`src/rtl/chc_pkg.sv`:
```
package chc_pkg;

  // Pipeline stages, input register first, result register last.
  localparam int NumStages = 8;
  localparam int StgIn     = 0;
  localparam int StgWiden  = 1;
  localparam int StgEst    = 2;
  localparam int StgRem    = 3;
  localparam int StgFix    = 4;
  localparam int StgSel    = 5;
  localparam int StgMul    = 6;
  localparam int StgOut    = 7;

  localparam int CoordW   = 32;
  localparam int CellW    = 16;
  localparam int WideFrac = 16;

  // Column path: box offset, quotient and remainder widths (Q.16 map units).
  localparam int CxW     = 45;
  localparam int EstLsb  = 22;
  localparam int QxW     = 20;
  localparam int RemW    = 26;
  localparam int EdgeW   = 23;
  localparam int ColW    = QxW + 2;

  // Row path widths.
  localparam int YqW     = 23;
  localparam int YrW     = 10;
  localparam int YcW     = 24;
  localparam int YRemW   = 25;
  localparam int RowSumW = YcW + 1;

  localparam int ProdW   = 49;

  localparam logic [EdgeW-1:0] AlphaQ  = 23'd6101253;
  localparam logic [RemW-1:0]  Alpha2Q = 26'd12202506;
  localparam logic [RemW-1:0]  Alpha3Q = 26'd18303759;
  localparam logic [RemW-1:0]  Alpha5Q = 26'd30506265;
  localparam logic [RemW-1:0]  BoxQ    = 26'd36607518;
  localparam logic [YRemW-1:0] FullYQ  = 25'd21135360;
  localparam logic [YRemW-1:0] HalfYQ  = 25'd10567680;

  // Row divisor in input units after dropping FRAC_BITS-1 bits: 322.5 * 2 = 645.
  localparam logic [YrW-1:0]    RowDiv     = 10'd645;
  localparam logic [CoordW-1:0] RowBias    = 32'd1352663040;  // 645 * 2^21
  localparam logic [YcW-1:0]    RowBiasQuo = 24'd2097152;     // 2^21

  // Reciprocals for estimate-and-correct division by constants.
  localparam logic [28:0] BoxRecip = 29'((64'd1 << 54) / 64'd36607518);
  localparam logic [31:0] RowRecip = 32'((64'd1 << 41) / 64'd645);

  localparam int CellMaxI = 32767;
  localparam int CellMinI = -32768;

  typedef enum logic [1:0] {
    BandLeft,
    BandMid,
    BandRise,
    BandFall
  } band_e;

  typedef struct packed {
    logic            left;
    logic            neg;
    logic [QxW-1:0]  quo;
    logic [RemW-1:0] rem;
  } box_t;

  typedef struct packed {
    logic signed [YcW-1:0] idx;
    logic [YRemW-1:0]      frac;
  } row_t;

endpackage

```
`src/rtl/cartesian_to_hex_cell.sv`:
```
// Throughput: one transaction per cycle while stall_i is low; the eight-register
// pipeline (input, six working stages, result) advances in every stage whose
// downstream has room. Reset (rst_ni low, asynchronous) clears every stage
// valid bit; data registers are not reset and the block is ready again in the
// first cycle after release.
module cartesian_to_hex_cell import chc_pkg::*; #(
  parameter int FRAC_BITS = 6
) (
  input  logic                     clk_i,
  input  logic                     rst_ni,
  input  logic                     valid_i,
  output logic                     stall_o,
  input  logic signed [CoordW-1:0] point_x_i,
  input  logic signed [CoordW-1:0] point_y_i,
  output logic                     valid_o,
  input  logic                     stall_i,
  output logic signed [CellW-1:0]  cell_column_o,
  output logic signed [CellW-1:0]  cell_row_o
);

  // Stage k advances when it is empty or when stage k+1 advances; the result
  // stage advances when it is empty or the consumer takes the transaction.
  // This lets bubbles collapse, so new points keep entering while a finished
  // result is held for a stalled consumer.
  logic [NumStages-1:0] vld_q, vld_d, adv, vld_prev;

  assign adv[StgOut]   = !vld_q[StgOut] || !stall_i;
  assign vld_prev      = {vld_q[NumStages-2:0], valid_i};

  for (genvar g = 0; g < NumStages - 1; g++) begin : g_adv
    assign adv[g] = !vld_q[g] || adv[g+1];
  end

  // Load the upstream valid bit on advance, hold otherwise.
  for (genvar g = 0; g < NumStages; g++) begin : g_vld
    assign vld_d[g] = adv[g] ? vld_prev[g] : vld_q[g];
  end

  always_ff @(posedge clk_i or negedge rst_ni) begin
    if (!rst_ni) begin
      vld_q <= '0;
    end else begin
      vld_q <= vld_d;
    end
  end

  assign stall_o = !adv[StgIn];
  assign valid_o = vld_q[StgOut];

  // Input register: capture the point on every accepted transaction.
  logic signed [CoordW-1:0] point_x_q, point_y_q;

  always_ff @(posedge clk_i) begin
    if (adv[StgIn]) begin
      point_x_q <= point_x_i;
      point_y_q <= point_y_i;
    end
  end

  // Column path: widen x to Q.16, drop alpha, split into box index and
  // in-box offset by reciprocal estimate plus one correction step.
  box_t box;

  chc_box_div #(
    .FRAC_BITS(FRAC_BITS)
  ) u_box_div (
    .clk_i(clk_i),
    .adv_i(adv),
    .x_i  (point_x_q),
    .box_o(box)
  );

  // Row path: floor division of y by the hex height, with the remainder
  // rebuilt in Q.16 for the edge tests.
  row_t row;

  chc_row_div #(
    .FRAC_BITS(FRAC_BITS)
  ) u_row_div (
    .clk_i(clk_i),
    .adv_i(adv),
    .y_i  (point_y_q),
    .row_o(row)
  );

  // Band decision, sloped edge products, final cell step and saturation;
  // the result register sits inside.
  chc_edge u_edge (
    .clk_i        (clk_i),
    .adv_i        (adv),
    .box_i        (box),
    .row_i        (row),
    .cell_column_o(cell_column_o),
    .cell_row_o   (cell_row_o)
  );

endmodule

```
`src/rtl/chc_box_div.sv`:
```
module chc_box_div import chc_pkg::*; #(
  parameter int FRAC_BITS = 6
) (
  input  logic                     clk_i,
  input  logic [NumStages-1:0]     adv_i,
  input  logic signed [CoordW-1:0] x_i,
  output box_t                     box_o
);

  localparam logic signed [47:0] AlphaS = 48'(AlphaQ);

  logic signed [47:0] cx;
  logic signed [47:0] cx_off;

  assign cx     = 48'(x_i) <<< (WideFrac - FRAC_BITS);
  assign cx_off = cx - AlphaS;

  // Widen and offset
  logic           wid_left_q, wid_neg_q;
  logic [CxW-1:0] wid_cx_q;

  always_ff @(posedge clk_i) begin
    if (adv_i[StgWiden]) begin
      wid_left_q <= cx < AlphaS;
      wid_neg_q  <= x_i[CoordW-1];
      wid_cx_q   <= cx_off[CxW-1:0];
    end
  end

  // Quotient estimate from the top bits, at most one low
  logic [51:0]    est_prod;
  logic           est_left_q, est_neg_q;
  logic [CxW-1:0] est_cx_q;
  logic [QxW-1:0] est_quo_q;

  assign est_prod = 52'(wid_cx_q[CxW-1:EstLsb]) * 52'(BoxRecip);

  always_ff @(posedge clk_i) begin
    if (adv_i[StgEst]) begin
      est_left_q <= wid_left_q;
      est_neg_q  <= wid_neg_q;
      est_cx_q   <= wid_cx_q;
      est_quo_q  <= est_prod[51:32];
    end
  end

  // Remainder against the estimate, below twice the box width
  logic [CxW:0]   quo_box;
  logic [CxW:0]   rem_wide;
  logic           rem_left_q, rem_neg_q;
  logic [QxW-1:0] rem_quo_q;
  logic [RemW:0]  rem_est_q;

  assign quo_box  = (CxW+1)'(est_quo_q) * (CxW+1)'(BoxQ);
  assign rem_wide = {1'b0, est_cx_q} - quo_box;

  always_ff @(posedge clk_i) begin
    if (adv_i[StgRem]) begin
      rem_left_q <= est_left_q;
      rem_neg_q  <= est_neg_q;
      rem_quo_q  <= est_quo_q;
      rem_est_q  <= rem_wide[RemW:0];
    end
  end

  // Correct by one box
  box_t          box_d, box_q;
  logic          over;
  logic [RemW:0] rem_less;

  assign over     = rem_est_q >= {1'b0, BoxQ};
  assign rem_less = rem_est_q - {1'b0, BoxQ};

  always_comb begin
    box_d.left = rem_left_q;
    box_d.neg  = rem_neg_q;
    box_d.quo  = over ? rem_quo_q + QxW'(1) : rem_quo_q;
    box_d.rem  = over ? rem_less[RemW-1:0] : rem_est_q[RemW-1:0];
  end

  always_ff @(posedge clk_i) begin
    if (adv_i[StgFix]) begin
      box_q <= box_d;
    end
  end

  assign box_o = box_q;

endmodule

```
`src/rtl/chc_row_div.sv`:
```
module chc_row_div import chc_pkg::*; #(
  parameter int FRAC_BITS = 6
) (
  input  logic                     clk_i,
  input  logic [NumStages-1:0]     adv_i,
  input  logic signed [CoordW-1:0] y_i,
  output row_t                     row_o
);

  localparam int LowW = FRAC_BITS - 1;

  logic signed [CoordW-1:0] y_half;
  logic [CoordW:0]          biased;

  assign y_half = y_i >>> LowW;
  assign biased = (CoordW+1)'(y_half) + (CoordW+1)'(RowBias);

  // Bias to a nonnegative dividend
  logic [CoordW-1:0] wid_u_q;
  logic [LowW-1:0]   wid_low_q;

  always_ff @(posedge clk_i) begin
    if (adv_i[StgWiden]) begin
      wid_u_q   <= biased[CoordW-1:0];
      wid_low_q <= y_i[LowW-1:0];
    end
  end

  // Quotient estimate
  logic [63:0]       est_prod;
  logic [CoordW-1:0] est_u_q;
  logic [LowW-1:0]   est_low_q;
  logic [YqW-1:0]    est_quo_q;

  assign est_prod = 64'(wid_u_q) * 64'(RowRecip);

  always_ff @(posedge clk_i) begin
    if (adv_i[StgEst]) begin
      est_u_q   <= wid_u_q;
      est_low_q <= wid_low_q;
      est_quo_q <= est_prod[63:41];
    end
  end

  // Remainder against the estimate
  logic [YqW+YrW-1:0] quo_div;
  logic [CoordW:0]    rem_wide;
  logic [LowW-1:0]    rem_low_q;
  logic [YqW-1:0]     rem_quo_q;
  logic [YrW:0]       rem_est_q;

  assign quo_div  = (YqW+YrW)'(est_quo_q) * (YqW+YrW)'(RowDiv);
  assign rem_wide = {1'b0, est_u_q} - quo_div;

  always_ff @(posedge clk_i) begin
    if (adv_i[StgRem]) begin
      rem_low_q <= est_low_q;
      rem_quo_q <= est_quo_q;
      rem_est_q <= rem_wide[YrW:0];
    end
  end

  // Correct, remove the bias and rebuild the Q.16 remainder
  logic          over;
  logic [YrW:0]  rem_less;
  logic [YrW-1:0] rem_fix;
  logic [YqW-1:0] quo_fix;
  row_t          row_d, row_q;

  assign over     = rem_est_q >= {1'b0, RowDiv};
  assign rem_less = rem_est_q - {1'b0, RowDiv};
  assign rem_fix  = over ? rem_less[YrW-1:0] : rem_est_q[YrW-1:0];
  assign quo_fix  = over ? rem_quo_q + YqW'(1) : rem_quo_q;

  always_comb begin
    row_d.idx  = $signed(YcW'(quo_fix) - RowBiasQuo);
    row_d.frac = YRemW'({rem_fix, rem_low_q}) << (WideFrac - FRAC_BITS);
  end

  always_ff @(posedge clk_i) begin
    if (adv_i[StgFix]) begin
      row_q <= row_d;
    end
  end

  assign row_o = row_q;

endmodule

```
`src/rtl/chc_edge.sv`:
```
module chc_edge import chc_pkg::*; (
  input  logic                    clk_i,
  input  logic [NumStages-1:0]    adv_i,
  input  box_t                    box_i,
  input  row_t                    row_i,
  output logic signed [CellW-1:0] cell_column_o,
  output logic signed [CellW-1:0] cell_row_o
);

  // Band select and sloped-test operands
  logic             hi;
  band_e            band_d;
  logic [EdgeW-1:0] run_d;
  logic [YRemW-1:0] rise_d;
  logic [RemW-1:0]  rem_a2, rem_a5, box_rem;

  assign hi      = row_i.frac >= HalfYQ;
  assign rem_a2  = box_i.rem - Alpha2Q;
  assign rem_a5  = box_i.rem - Alpha5Q;
  assign box_rem = BoxQ - box_i.rem;

  always_comb begin
    priority if (box_i.rem < Alpha2Q) begin
      band_d = BandLeft;
    end else if (box_i.rem >= Alpha3Q && box_i.rem < Alpha5Q) begin
      band_d = BandMid;
    end else if (box_i.rem < Alpha3Q) begin
      band_d = BandRise;
    end else begin
      band_d = BandFall;
    end
  end

  always_comb begin
    run_d  = '0;
    rise_d = '0;
    unique case (band_d)
      BandRise: begin
        run_d  = rem_a2[EdgeW-1:0];
        rise_d = hi ? FullYQ - row_i.frac : row_i.frac;
      end
      BandFall: begin
        if (hi) begin
          run_d  = rem_a5[EdgeW-1:0];
          rise_d = row_i.frac - HalfYQ;
        end else begin
          run_d  = box_rem[EdgeW-1:0];
          rise_d = row_i.frac;
        end
      end
      BandLeft, BandMid: begin
      end
    endcase
  end

  band_e                 sel_band_q;
  logic                  sel_hi_q, sel_left_q, sel_neg_q;
  logic [QxW-1:0]        sel_quo_q;
  logic signed [YcW-1:0] sel_idx_q;
  logic [EdgeW-1:0]      sel_run_q;
  logic [YRemW-1:0]      sel_rise_q;

  always_ff @(posedge clk_i) begin
    if (adv_i[StgSel]) begin
      sel_band_q <= band_d;
      sel_hi_q   <= hi;
      sel_left_q <= box_i.left;
      sel_neg_q  <= box_i.neg;
      sel_quo_q  <= box_i.quo;
      sel_idx_q  <= row_i.idx;
      sel_run_q  <= run_d;
      sel_rise_q <= rise_d;
    end
  end

  // Cross products: 2*alpha*rise against run*full_y
  band_e                 mul_band_q;
  logic                  mul_hi_q, mul_left_q, mul_neg_q;
  logic [QxW-1:0]        mul_quo_q;
  logic signed [YcW-1:0] mul_idx_q;
  logic [ProdW-1:0]      mul_lhs_q, mul_rhs_q;

  always_ff @(posedge clk_i) begin
    if (adv_i[StgMul]) begin
      mul_band_q <= sel_band_q;
      mul_hi_q   <= sel_hi_q;
      mul_left_q <= sel_left_q;
      mul_neg_q  <= sel_neg_q;
      mul_quo_q  <= sel_quo_q;
      mul_idx_q  <= sel_idx_q;
      mul_lhs_q  <= ProdW'(sel_rise_q) * ProdW'(Alpha2Q);
      mul_rhs_q  <= ProdW'(sel_run_q) * ProdW'(FullYQ);
    end
  end

  // Cell step, then saturate
  logic                      le;
  logic [1:0]                col_inc;
  logic                      row_inc;
  logic [ColW-1:0]           col_sum;
  logic signed [RowSumW-1:0] row_sum;
  logic signed [CellW-1:0]   col_d, row_d;
  logic signed [CellW-1:0]   cell_column_q, cell_row_q;

  assign le = mul_lhs_q <= mul_rhs_q;

  always_comb begin
    col_inc = 2'd0;
    row_inc = 1'b0;
    unique case (mul_band_q)
      BandLeft: begin
      end
      BandMid: begin
        col_inc = 2'd1;
        row_inc = mul_hi_q;
      end
      BandRise: begin
        if (le) begin
          col_inc = 2'd1;
          row_inc = mul_hi_q;
        end
      end
      BandFall: begin
        if (mul_hi_q && !le) begin
          col_inc = 2'd1;
          row_inc = 1'b1;
        end else if (mul_hi_q || !le) begin
          col_inc = 2'd2;
        end else begin
          col_inc = 2'd1;
        end
      end
    endcase
    if (mul_left_q) begin
      col_inc = 2'd0;
      row_inc = 1'b0;
    end
  end

  assign col_sum = {1'b0, mul_quo_q, 1'b0} + ColW'(col_inc);
  assign row_sum = RowSumW'(mul_idx_q) + RowSumW'({1'b0, row_inc});

  always_comb begin
    if (mul_left_q) begin
      col_d = mul_neg_q ? '1 : '0;
    end else if (col_sum > ColW'(CellMaxI)) begin
      col_d = CellW'(CellMaxI);
    end else begin
      col_d = $signed(col_sum[CellW-1:0]);
    end

    if (row_sum > RowSumW'(CellMaxI)) begin
      row_d = CellW'(CellMaxI);
    end else if (row_sum < RowSumW'(CellMinI)) begin
      row_d = CellW'(CellMinI);
    end else begin
      row_d = row_sum[CellW-1:0];
    end
  end

  always_ff @(posedge clk_i) begin
    if (adv_i[StgOut]) begin
      cell_column_q <= col_d;
      cell_row_q    <= row_d;
    end
  end

  assign cell_column_o = cell_column_q;
  assign cell_row_o    = cell_row_q;

endmodule

```
`config.mk`:
```
export PLATFORM = sky130hd
export DESIGN_NAME = cartesian_to_hex_cell
export DESIGN_NICKNAME = d
export VERILOG_FILES = /design/src/rtl/chc_pkg.sv /design/src/rtl/cartesian_to_hex_cell.sv /design/src/rtl/chc_box_div.sv /design/src/rtl/chc_row_div.sv /design/src/rtl/chc_edge.sv
export SDC_FILE = /design/constraint.sdc
export NUM_CORES = 2
export LEC_CHECK = 0
export BUFFER_PORTS_ARGS = -buffer_cell sky130_fd_sc_hd__buf_2
export CORE_ASPECT_RATIO = 1.4
export CORE_UTILIZATION = 55
export CTS_CLUSTER_DIAMETER = 200
export CTS_CLUSTER_SIZE = 40
export DETAILED_ROUTE_END_ITERATION = 8
export PLACE_DENSITY = 0.72
export SKIP_CTS_REPAIR_TIMING = 1
export SYNTH_ARGS = -nofsm -noshare
export SYNTH_HDL_FRONTEND = slang
export SYNTH_SLANG_ARGS = --single-unit
export TNS_END_PERCENT = 1
```
`constraint.sdc`:
```
create_clock -name clk_i -period 12.01 [get_ports clk_i]
set_clock_uncertainty 0.2 [all_clocks]
set_input_delay 1.8015 -clock clk_i [delete_from_list [all_inputs] [get_ports clk_i]]
set_output_delay 1.8015 -clock clk_i [all_outputs]
set_load 0.02 [all_outputs]
```
Yosys cells after proc, flatten, opt, wreduce, memory -nomap -nowiden. Index checks and enable logic that the tools add are counted.

Register bits: 676. Input port bits: 68. Output and inout port bits: 34. Logic and storage cells: 139.

Add/subtract/negate cells: 16. Multipliers: 6. $lt $le $gt $ge: 12. Eq/ne operators: 5. Multiplexer cells: 25. Reduce and logical (&&, ||, !) cells: 22.

Operators by type and width (count): $mux W16 (4); $mul A32 B30 Y62 const B (1); $lt A26 B25 Y1 const B (2); $mul A23 B29 Y52 const B (1); $mux W25 (2); $pmux W25 S2 (1); $le A49 B48 Y1 (1); $mul A25 B23 Y48 const B (1); $mux W23 (2); $pmux W23 S2 (1); $sub A42 B24 Y43 const B (1); $lt A42 B24 Y1 const B (1); $mul A23 B10 Y33 const B (1); $add A27 B32 Y32 const B (1); $ge A27 B26 Y1 const B (1); $sub A27 B27 Y27 (1); $ge A26 B25 Y1 const B (1); $lt A26 B24 Y1 const B (1); $mul A20 B25 Y26 const B (1); $mux W26 (1); $sub A26 B26 Y26 const B (1); $add A24 B2 Y25 (1); $ge A25 B24 Y1 const B (1); $gt A25 B16 Y1 const B (1); 26 further kinds (56).

Depth between registers and ports, before layout.
Word-level depth: 11. Mapped depth: 31.

Modules after synthesis. From an unflattened synthesis, not the netlist that was laid out.

Cells, all modules: 6207. Area total of the unflattened synthesis: 68657.1 um2.

By module, submodules not included: chc_edge (instances 1, cells an instance 2337, area an instance 24496.0 um2, seq. area each 7777.5 um2); chc_box_div (instances 1, cells an instance 2038, area an instance 22768.1 um2, seq. area each 5074.9 um2); chc_row_div (instances 1, cells an instance 1736, area an instance 19120.8 um2, seq. area each 4534.3 um2); cartesian_to_hex_cell (instances 1, cells an instance 96, area an instance 2272.2 um2, seq. area each 2122.0 um2).

Worst setup path before layout. No wires, ideal clock.

Path type: input to output. Start: input stall_i. End: output stall_o. Arrival time: 6655 ps. Required time: 10008 ps. Slack: 3354 ps. Stages: 6. Path buffers: 0. Path through: and3_1 > and3_1 > nand3_1 > inv_1 > nand3_1 > inv_1.

Longest elaborated chain between the ends: 10.

Ends and longest elaborated chain: start: declaration (line cartesian_to_hex_cell.sv:16) `input logic stall_i,`; $logic_not A1 Y1 (line cartesian_to_hex_cell.sv:27) `assign adv[StgOut] = !vld_q[StgOut] || !stall_i;`; $logic_or A1 B1 Y1 (line cartesian_to_hex_cell.sv:27); $logic_or A1 B1 Y1 (5 in series) (line cartesian_to_hex_cell.sv:31) `assign adv[g] = !vld_q[g] || adv[g+1];`; via adv[2] (line cartesian_to_hex_cell.sv:25) `logic [NumStages-1:0] vld_q, vld_d, adv, vld_prev;`; $logic_or A1 B1 Y1 (2 in series) (line cartesian_to_hex_cell.sv:31); $logic_not A1 Y1 (line cartesian_to_hex_cell.sv:47) `assign stall_o = !adv[StgIn];`; end: declaration (line cartesian_to_hex_cell.sv:12) `output logic stall_o,`.

The timed path passes the listed nets, and every way through them passes these cells.

Worst setup path after layout.
Start: register u_row_div.wid_u_q[0]. End: register u_row_div.est_quo_q[21], data pin.

Longest elaborated chain between the ends: 1.

Ends and longest elaborated chain: start: declaration (line chc_row_div.sv:19) `logic [CoordW-1:0] wid_u_q;`; start signal: assignment (line chc_row_div.sv:24) `wid_u_q <= biased[CoordW-1:0];`; $mul A32 B30 Y62 (line chc_row_div.sv:35) `assign est_prod = 64'(wid_u_q) * 64'(RowRecip);`; via u_row_div.est_prod[62] (line chc_row_div.sv:30) `logic [63:0] est_prod;`; end signal: assignment (line chc_row_div.sv:41) `est_quo_q <= est_prod[63:41];`; end: declaration (line chc_row_div.sv:33) `logic [YqW-1:0] est_quo_q;`.

The timed path passes the listed nets, and every way through them passes these cells. A chain may end at the register's enable or synchronous reset.

==> out/qor.csv <==
metric,value,unit
tritoncts.num_buffers,19,
count_of_unresolved_drc_violations_after_routing,0,
cts_num_sinks,631,
grt_util_all_layers,25.02,%
status,"finished, final reports clean",
number_of_antenna_violations_at_the_first_check_in_global_routing,1,
postSynthCellCount,5631,
cts_max_level,1,
routed_length_per_placed_instance,19.55,microns
post-route-min-period,7.866,ns
synth_cell_types,84,
final.setup.tns,0,ns
io_buffers,101,
timing.critical_path.to_type,flop,
ant_nets,0,
first_pass_grt_wire_length,225.8,mm
placeableCoreArea,114400,sq um
cpPeakStageDelay,0.61,ns
cts_tree,built,
synth_largest_area_cell,sky130_fd_sc_hd__edfxtp_1,
ys_top_cells_by_area,"sky130_fd_sc_hd__edfxtp_1 (30%), sky130_fd_sc_hd__fa_1 (22%), sky130_fd_sc_hd__ha_1 (22%)",
synthFlopType,sky130_fd_sc_hd__edfxtp_1,
area_growth_from_synthesis_to_layout,4.462,%
worst-path-max-fanout,8,
synth_seq_cells,631,
yosys.area.top_type_share,29.52,%
clk_pin_slew_worst_paths,0.16,ns
syn_area,63380,sq um
clk_latency,0.63,ns
fill_cells,9543,
pre_antenna_drt_iters,5,
synth-async-reset-ratio,1.268,%
post-dp-hpwl,122.3,mm
synth.net_count,7499,
detail_route.vias_per_cell,5.503,
maxClockFrequency,0.1271,GHz
clock-root-buffer,sky130_fd_sc_hd__clkbuf_16,
yosysSeqAreaShare,29.83,%
yosys_warnings,0,
wl_met2,75.19,mm
critical_path.startpoint_type,flop,
postRouteWirelength,141.1,mm
num_io_pins,102,
timing.final.crit_share,65.50,%
via_count,39720,
std_cell_rows,147,
synth_enable_flop_cells,623,
floorplan.die.height,403.7,microns
drt-met1-wl,52.67,mm
cap_viol_max_count,0,
finalWeightedCongestion,1.000,
initial_utilization,55.40,%
nets,7587,
routed.top_layer,met4,
grt_start_max_net_pins,83,
cts-root-to-sink-buffers,3,
grt_setup_unrepaired,no,
timing.final.hold_violations,0,
most_common_library_cell_in_the_layout_ignoring_fill_and_taps,sky130_fd_sc_hd__inv_1,
slew_headroom,20.72,%
drive_above_1_share,3.318,%
setup.worst_path.class,reg -> reg,
synth.avg_cell_area,11.26,sq um
number_of_global_route_vias_before_repair,42810,
critPathSlowestCell,sky130_fd_sc_hd__edfxtp_1,
global_route.overflow_total,0,
met3WireLength,4.589,mm
worstHoldPathType,reg -> reg,
detail_route.iter0.violations,2121,
setup_viol_count_final,0,
die_outline_area,116600,sq um
cp.required,12.29,ns
crit_arrival,8.14,ns
layout_common_cells,"sky130_fd_sc_hd__inv_1 (1340), sky130_fd_sc_hd__ha_1 (1092), sky130_fd_sc_hd__fa_1 (708), sky130_fd_sc_hd__edfxtp_1 (623)",
tightestPinTransition,1.189,ns
slew_viol_final,0,
die_w,288.9,microns
==> critical path, delay by kind of cell, from the launching register on <==
kind                     cells  cell delay [ns]
AO/OA/AOI/OAI                8             1.75
adder cells (fa/ha/maj)      9             4.30
buffers and inverters        6             0.33
flip-flops                   1             0.61
AND/OR/NAND/NOR              2             0.49
==> metal layers <==
layer  up-vias  GRT usage (%)
li1      18850              -
met2       900          46.97
met5         -              0
met3       338          1.834
met4         0          13.00
met1     19630          27.94
==> final timing paths <==
kind,from,end,slack (ns),depth (start not counted)
setup / recovery,u_row_div.wid_u_q[0],u_row_div.est_quo_q[21],4.14,25
hold / removal,u_edge.sel_quo_q[13],u_edge.mul_quo_q[13],0.21,0
setup reg to reg,u_row_div.wid_u_q[0],u_row_div.est_quo_q[21],4.14,25
hold reg to reg,u_edge.sel_quo_q[13],u_edge.mul_quo_q[13],0.21,0
max in group asynchronous,rst_ni,vld_q[2],10.63,1
min in group asynchronous,rst_ni,vld_q[7],0.79,1
==> flip-flops by register name, indices dropped and copies added, names as in the netlist, 26 cells and up <==
signal,count
u_box_div.box_o,47
u_row_div.row_o,39
u_edge.mul_lhs_q,38
u_box_div.wid_cx_q,33
u_edge.mul_rhs_q,33
point_x_q,32
point_y_q,32
u_row_div.wid_u_q,29
u_box_div.rem_est_q,26
==> final cells by class <==
class                      instances  area, sq um  area share, %
clock inverter                     3        22.52        0.03402
clock buffer                      26        501.7         0.7578
tap                             1490         1864          2.816
inverter                        1345         5052          7.631
multi-input combinational       3607        39240          59.28
timing repair buffer             115        610.6         0.9223
sequential                       631        18910          28.56
antenna                            1        2.502       0.003780
==> stage by stage <==
stage | cells | instance area [sq um] | hold WS [ns] | utilization [%] | setup WS, ns
2_1_floorplan | 5631 | 63380 | 0.2003 | - | 3.354
3_3_place_gp | 7188 | 65680 | 0.2010 | 57.41 | 4.273
3_5_place_dp | 7188 | 65680 | 0.2045 | 57.41 | 4.254
4_1_cts | 7217 | 66200 | 0.2143 | 57.87 | 4.174
5_1_grt | 7217 | 66200 | 0.2197 | 57.87 | 3.701
6_report | 7218 | 66210 | 0.2140 | 57.87 | 4.144
==> logic make-up (layout without fill, tap and decap cells) <==
logic type | Yosys count | in the layout | synth area share, %
compound gates | 700 | 700 | 7.281
xor+xnor | 307 | 307 | 4.243
fa+ha+maj | 1800 | 1800 | 43.92
buf+inv | 1393 | 1489 | 8.321
flops | 631 | 631 | 29.83
mux | 11 | 11 | 0.1797
other cells | 0 | 1 | 0
simple gates | 789 | 789 | 6.221
==> synth_stat cells (7+ instances only) <==
cell	instances
sky130_fd_sc_hd__o22ai_1	9
sky130_fd_sc_hd__nand4_1	53
sky130_fd_sc_hd__nor3_1	56
sky130_fd_sc_hd__nor4_1	16
sky130_fd_sc_hd__xor2_1	101
sky130_fd_sc_hd__a21boi_0	7
sky130_fd_sc_hd__o22a_1	10
sky130_fd_sc_hd__or3_1	25
sky130_fd_sc_hd__o211ai_1	11
sky130_fd_sc_hd__fa_1	708
sky130_fd_sc_hd__inv_1	1342
sky130_fd_sc_hd__and2_1	20
sky130_fd_sc_hd__or4_1	7
sky130_fd_sc_hd__ha_1	1092
sky130_fd_sc_hd__a31oi_1	21
sky130_fd_sc_hd__edfxtp_1	623
sky130_fd_sc_hd__mux2i_1	8
sky130_fd_sc_hd__a21o_1	103
sky130_fd_sc_hd__o21bai_1	26
sky130_fd_sc_hd__and3_1	47
sky130_fd_sc_hd__nand2b_1	50
sky130_fd_sc_hd__nor2_1	177
sky130_fd_sc_hd__a21oi_1	206
sky130_fd_sc_hd__o2111ai_1	7
sky130_fd_sc_hd__o21ai_0	129
sky130_fd_sc_hd__o21a_1	33
sky130_fd_sc_hd__nand3_1	72
sky130_fd_sc_hd__or2_2	17
sky130_fd_sc_hd__clkbuf_1	30
sky130_fd_sc_hd__buf_2	8
sky130_fd_sc_hd__nor2b_1	32
sky130_fd_sc_hd__o31ai_1	8
sky130_fd_sc_hd__a211oi_1	22
sky130_fd_sc_hd__nand2_1	187
sky130_fd_sc_hd__a311oi_1	7
sky130_fd_sc_hd__o311ai_0	8
sky130_fd_sc_hd__a221oi_1	17
sky130_fd_sc_hd__and4_1	10
sky130_fd_sc_hd__xnor2_1	206
sky130_fd_sc_hd__dfrtp_1	8
Power is not shown: default switching activity piles up to over one toggle a cycle in this logic, so the estimate is an artifact.
